--- config.mk ---
export PLATFORM = sky130hd
export DESIGN_NAME = lph_front
export DESIGN_NICKNAME = d
export VERILOG_FILES = /design/src/rtl/lph_pkg.sv /design/src/rtl/lph_front.sv
export SDC_FILE = /design/constraint.sdc
export NUM_CORES = 2
export LEC_CHECK = 0
export BUFFER_PORTS_ARGS = -buffer_cell sky130_fd_sc_hd__buf_2
export CORE_MARGIN = 2
export CORE_UTILIZATION = 40
export DETAILED_ROUTE_END_ITERATION = 7
export HOLD_SLACK_MARGIN = 0.12
export RECOVER_POWER = 50
export SYNTH_ARGS = -nofsm -noshare
export SYNTH_HDL_FRONTEND = slang
export SYNTH_SLANG_ARGS = --single-unit
--- constraint.sdc ---
create_clock -name clk -period 22.7 [get_ports clk]
set_input_delay 1.135 -clock clk [delete_from_list [all_inputs] [get_ports clk]]
set_output_delay 1.135 -clock clk [all_outputs]
set_load 0.02 [all_outputs]
--- src/rtl/lph_pkg.sv ---
// Shared types and constants for the linear probing hash map.
// No dependencies; used by lph_front, lph_back and linear_probe_hash_map.
`default_nettype none
package lph_pkg;
    localparam int SLOTS_DEF      = 64;
    localparam int VALUE_BITS_DEF = 32;
    localparam int KEY_W          = 64;
    localparam int LIMIT_W        = 6;
    localparam logic [LIMIT_W-1:0] LIMIT_RESET = 6'd38;

    typedef enum logic [1:0] {
        CMD_LOOKUP = 2'd0,
        CMD_SET    = 2'd1,
        CMD_REMOVE = 2'd2,
        CMD_CLEAR  = 2'd3
    } cmd_t;

    localparam logic [2:0] ST_DONE      = 3'd0;
    localparam logic [2:0] ST_INSERTED  = 3'd1;
    localparam logic [2:0] ST_UPDATED   = 3'd2;
    localparam logic [2:0] ST_NOT_FOUND = 3'd3;
    localparam logic [2:0] ST_FULL      = 3'd4;

    // splitmix64 finaliser constants
    localparam logic [63:0] HASH_ADD = 64'h9E37_79B9_7F4A_7C15;
    localparam logic [63:0] HASH_M1  = 64'hBF58_476D_1CE4_E5B9;
    localparam logic [63:0] HASH_M2  = 64'h94D0_49BB_1331_11EB;
endpackage
`default_nettype wire

--- src/rtl/lph_front.sv ---
// Front end: accepts requests, hashes the key with a shared 32x32 multiplier,
// and queues the classified request for the back end. Uses lph_pkg.
`default_nettype none
module lph_front #(
    parameter int SLOTS      = lph_pkg::SLOTS_DEF,
    parameter int VALUE_BITS = lph_pkg::VALUE_BITS_DEF
) (
    input  wire logic                      clk,
    input  wire logic                      rst_n,
    input  wire logic                      in_valid,
    output logic                           in_stall,
    input  wire logic [1:0]                cmd,
    input  wire logic [63:0]               key,
    input  wire logic [VALUE_BITS-1:0]     new_value,
    output logic                           q_valid,
    input  wire logic                      q_pop,
    output lph_pkg::cmd_t                  q_cmd,
    output logic [63:0]                    q_key,
    output logic [VALUE_BITS-1:0]          q_value,
    output logic [$clog2(SLOTS)-1:0]       q_home
);
    localparam int H = $clog2(SLOTS);

    typedef enum logic [6:0] {
        F_IDLE = 7'b0000001,
        F_MIX  = 7'b0000010,
        F_M0   = 7'b0000100,
        F_M1   = 7'b0001000,
        F_M2   = 7'b0010000,
        F_M3   = 7'b0100000,
        F_PUSH = 7'b1000000
    } fstate_t;

    fstate_t                 state_reg;
    lph_pkg::cmd_t           cmd_reg;
    logic [63:0]             key_reg;
    logic [VALUE_BITS-1:0]   val_reg;
    logic [63:0]             a_reg;
    logic [63:0]             m_reg;
    logic [63:0]             acc_reg;
    logic [63:0]             prod_reg;
    logic                    pass_reg;
    logic [H-1:0]            home_reg;

    logic [31:0] mul_a;
    logic [31:0] mul_b;
    logic [63:0] mix0;
    logic [63:0] prod_sum;

    // two-entry queue
    lph_pkg::cmd_t         qc_reg [2];
    logic [63:0]           qk_reg [2];
    logic [VALUE_BITS-1:0] qv_reg [2];
    logic [H-1:0]          qh_reg [2];
    logic                  wp_reg;
    logic                  rp_reg;
    logic [1:0]            qn_reg;
    logic                  push;
    logic                  pop;

    assign in_stall = (state_reg != F_IDLE);
    assign push     = (state_reg == F_PUSH) && (qn_reg != 2'd2);
    assign pop      = q_pop && (qn_reg != 2'd0);
    assign q_valid  = (qn_reg != 2'd0);
    assign q_cmd    = qc_reg[rp_reg];
    assign q_key    = qk_reg[rp_reg];
    assign q_value  = qv_reg[rp_reg];
    assign q_home   = qh_reg[rp_reg];

    always_comb
    begin
        mix0 = key_reg + lph_pkg::HASH_ADD;
        mix0 = mix0 ^ (mix0 >> 30);
        mul_a = a_reg[31:0];
        mul_b = m_reg[31:0];
        if (state_reg == F_M1)
        begin
            mul_b = m_reg[63:32];
        end
        else if (state_reg == F_M2)
        begin
            mul_a = a_reg[63:32];
        end
        prod_sum = acc_reg + {prod_reg[31:0], 32'd0};
    end

    always_ff @(posedge clk or negedge rst_n)
    begin
        if (!rst_n)
        begin
            state_reg <= F_IDLE;
            wp_reg    <= 1'b0;
            rp_reg    <= 1'b0;
            qn_reg    <= 2'd0;
        end
        else
        begin
            unique case (state_reg)
                F_IDLE:
                begin
                    if (in_valid)
                    begin
                        state_reg <= (lph_pkg::cmd_t'(cmd) == lph_pkg::CMD_CLEAR) ?
                                     F_PUSH : F_MIX;
                    end
                end
                F_MIX:  state_reg <= F_M0;
                F_M0:   state_reg <= F_M1;
                F_M1:   state_reg <= F_M2;
                F_M2:   state_reg <= F_M3;
                F_M3:   state_reg <= pass_reg ? F_PUSH : F_M0;
                F_PUSH:
                begin
                    if (push)
                    begin
                        state_reg <= F_IDLE;
                    end
                end
                default: state_reg <= F_IDLE;
            endcase
            if (push)
            begin
                wp_reg <= ~wp_reg;
            end
            if (pop)
            begin
                rp_reg <= ~rp_reg;
            end
            qn_reg <= qn_reg + {1'b0, push} - {1'b0, pop};
        end
    end

    always_ff @(posedge clk)
    begin
        if (state_reg == F_IDLE && in_valid)
        begin
            cmd_reg <= lph_pkg::cmd_t'(cmd);
            key_reg <= key;
            val_reg <= new_value;
        end
        if (state_reg == F_MIX)
        begin
            a_reg    <= mix0;
            m_reg    <= lph_pkg::HASH_M1;
            pass_reg <= 1'b0;
        end
        prod_reg <= mul_a * mul_b;
        if (state_reg == F_M1)
        begin
            acc_reg <= prod_reg;
        end
        if (state_reg == F_M2)
        begin
            acc_reg <= prod_sum;
        end
        if (state_reg == F_M3)
        begin
            if (!pass_reg)
            begin
                a_reg    <= prod_sum ^ (prod_sum >> 27);
                m_reg    <= lph_pkg::HASH_M2;
                pass_reg <= 1'b1;
            end
            else
            begin
                home_reg <= prod_sum[H-1:0] ^ prod_sum[31 +: H];
            end
        end
        if (push)
        begin
            qc_reg[wp_reg] <= cmd_reg;
            qk_reg[wp_reg] <= key_reg;
            qv_reg[wp_reg] <= val_reg;
            qh_reg[wp_reg] <= home_reg;
        end
    end
endmodule
`default_nettype wire

==> results.md <==
- 74 — CP Max Fanout
- 0 — number of setup violations in the final report
- 137 — row cnt
- -217% — relative max-transition margin
- capacitance limit, slew limit — violated checks
- 59.3 ps — clock skew after layout
- 278000 um — first-pass GRT wire length
- 0 — yosys synthesis warning count
- 0 — count of final hold-check violations
- sky130_fd_sc_hd__fa_1 — crit-path most repeated cell
- 36700 sq um — total area of multi-input combinational cells
- 41.7k — count of vias placed by the detailed router
- 13.3k — Layout fillers
- 26.3% — overall routing resource usage
- 580 — post-synthesis sequential element count
- 42.9k — vias in the first global route
- 207 — count of input and output buffers
- no — setup repair after global routing missed its margin
- flip-flop to flip-flop — Min-Delay Path Class
- 140000 sq um — core area
- 5.45 — number of vias per cell
- 0 — total overflow reported by the global router
- sky130_fd_sc_hd__fa_1 — Synth area leader
- 188000 um — final routed wirelength across all metal layers
- qv_reg[1][4] — hold path endpoint
- 15400 sq um — Storage cell area
- 144000 sq um — overall die area
- 26 — number of cells on the worst reg-to-reg path
- 0.932 — final weighted congestion in routability-driven placement
- 128 — max FFs per register
- 0.0807 GHz — Max Fclk
- val_reg[4] — source of the worst hold timing path
- 139000 um — estimated wirelength of the detail-placed design
- 2700 ps — delay of the slowest cell on the worst path
- built — clock tree from TritonCTS
- flip-flop — type of element capturing the critical path
- 379 um — y dimension of the die
- 24.5 um — average wire per cell in the routed design
- 9.84% — Synth-to-Final Area Change
- 54.6% — crit share post-route
- prod_reg[60] — endpoint of the worst register-to-register path
- 2 — CTS H-Tree Depth
- 75 — largest net degree at the start of global routing
- 454 — count of pins over their slew limit
- 61700 sq um — final non-filler cell area
- 0 — Post-CTS Setup Inserts
- 56200 sq um — Post-Syn Area
- 32.0% — share of the synthesized area in the top cell type
- 87 — number of distinct library cells after synthesis
- 0 — remaining antenna violation count
- 4760 ps — worst slew pin tran
- 670 ps — clock latency of the later-clocked register in the worst-skew pair
- 59800 sq um — area after detailed placement
- 6 — first-pass iteration count of the detailed router
- sky130_fd_sc_hd__clkbuf_1 — Slowest cell on crit path
- 376 — number of enable-type register cells in the synthesized netlist
- 6 — number of antenna violations at the first check in global routing
- 60 — total CTS buffers
- 0 — CTS resizes
- 60 ps — Clock Pin Slew Worst Setup and Hold Paths
- 7009 — Post-layout nets
- 12920 ps — data arrival time of the critical path
- 379 um — Die Width
- 208 — number of top-level pins
- 6890 — net count after synthesis
- 10310 ps — setup slack, reg-to-reg
- sky130_fd_sc_hd__edfxtp_1 — prevailing post-synth register cell
- 10.7% — share of final-layout standard cells stronger than drive strength 1
- 27.5% — share of synthesized area occupied by flip-flops and latches
- 3 — largest buffer count on any clock path
- 0 — hold path cells
- 3921 — drt first-iter violations
- 0 ps — Post-Route Setup TNS
- 12390 ps — final period demand of the worst path
- 0 — count of unresolved DRC violations after routing
- 5594 — Gate Count Post-Synth
- 40.3% — effective utilization at floorplan
- 1.90% — Post-synth ARST share
- state_reg[5] — startpoint of the most critical register-to-register path
- flip-flop — critical path startpoint category
- 580 — Sink Count
- sky130_fd_sc_hd__clkbuf_16 — Root Buffer Master
- 10.0 sq um — post-synthesis area per instance
- 0 — number of hold buffers added after CTS
- flip-flop to flip-flop — category of the most critical setup path
- 9 — Max Cap Viol
- sky130_fd_sc_hd__fa_1, sky130_fd_sc_hd__edfxtp_1, sky130_fd_sc_hd__dfxtp_1, sky130_fd_sc_hd__ha_1, sky130_fd_sc_hd__inv_1 — top cells by area, synth
- 23230 ps — required time of the critical path
- finished with violations — run status
==> worst max path at each step <==
stage | slack, ps | to | cells past startpoint | start
2_1_floorplan | 12720 | prod_reg[61] | 33 | state_reg[5]
3_3_place_gp | 12210 | prod_reg[61] | 29 | state_reg[5]
3_5_place_dp | 11870 | prod_reg[61] | 29 | state_reg[5]
4_1_cts | 11840 | prod_reg[61] | 29 | state_reg[5]
5_1_grt | 9830 | prod_reg[61] | 28 | state_reg[5]
6_report | 10310 | prod_reg[60] | 26 | state_reg[5]
==> critical path: cells and delay by family, from the launching register on <==
kind,cells,cell delay (ps)
buffers and inverters,2,2760
AO/OA/AOI/OAI,5,1390
XOR/XNOR,1,170
AND/OR/NAND/NOR,9,2900
flip-flops,1,470
adder cells (fa/ha/maj),9,4510
==> synthesized netlist by cell type (all sizes together) (51+ instances only) <==
cell    number
xor2        87
mux2i       68
a21o        51
clkbuf     238
xnor2      115
fa         897
inv        902
o21ai      105
edfxtp     376
a21oi      126
and2        52
nand2      760
ha         297
mux2       119
dfxtp      193
nor2       721
==> cells by family (layout without fill, tap and decap cells) <==
logic type	after synthesis	in the layout	share of synthesized area [%]
DFF	580	580	27.5
muxes	187	187	3.60
and+or+nand+nor	1752	1752	12.8
adders and majority gates	1194	1194	38.6
xor gates and xnor gates	218	218	3.80
other	0	1	0
buffers and inverters	1160	1330	7.75
AOI/OAI and AO/OA	503	503	5.99
==> routing by layer <==
layer,routed length (um),share of wire [%],track usage [%],vias to the layer above
met5,41,0.022,0,-
met4,8150,4.3,9.54,6
met3,17000,9.1,5.26,446
met2,86700,46,42.7,1937
met1,75600,40,34.9,21400
li1,-,-,-,17800
==> cells in the final DEF (no fill, tap or decap), drive strengths merged, types with 42 or more instances in the layout <==
cell,count
inv,906
fa,897
nand2,760
nor2,721
edfxtp,376
buf,301
ha,297
dfxtp,193
a21oi,126
mux2,119
xnor2,115
o21ai,105
clkbuf,91
xor2,87
mux2i,68
and2,52
a21o,51
nand3,42
==> final cells by class <==
class,instances,share of cell area (%)
Inverter,903,5.49
Timing Repair Buffer,314,2.92
Sequential cell,580,25.0
Clock buffer,78,2.71
Antenna cell,1,0.00405
Multi-Input combinational cell,3854,59.5
Clock inverter,35,0.572
Tap cell,1876,3.80
==> through the flow <==
step	cells	util (%)	setup WS (ps)	hold slack (ps)
floorplan	5594	-	12720	415
global placement	7527	42.8	12210	422
detailed placement	7527	42.8	11870	429
CTS	7640	44.3	11840	302
global route	7640	44.2	9830	449
finish	7641	44.2	10310	444
Power is not shown: default switching activity piles up to over one toggle a cycle in this logic, so the estimate is an artifact.
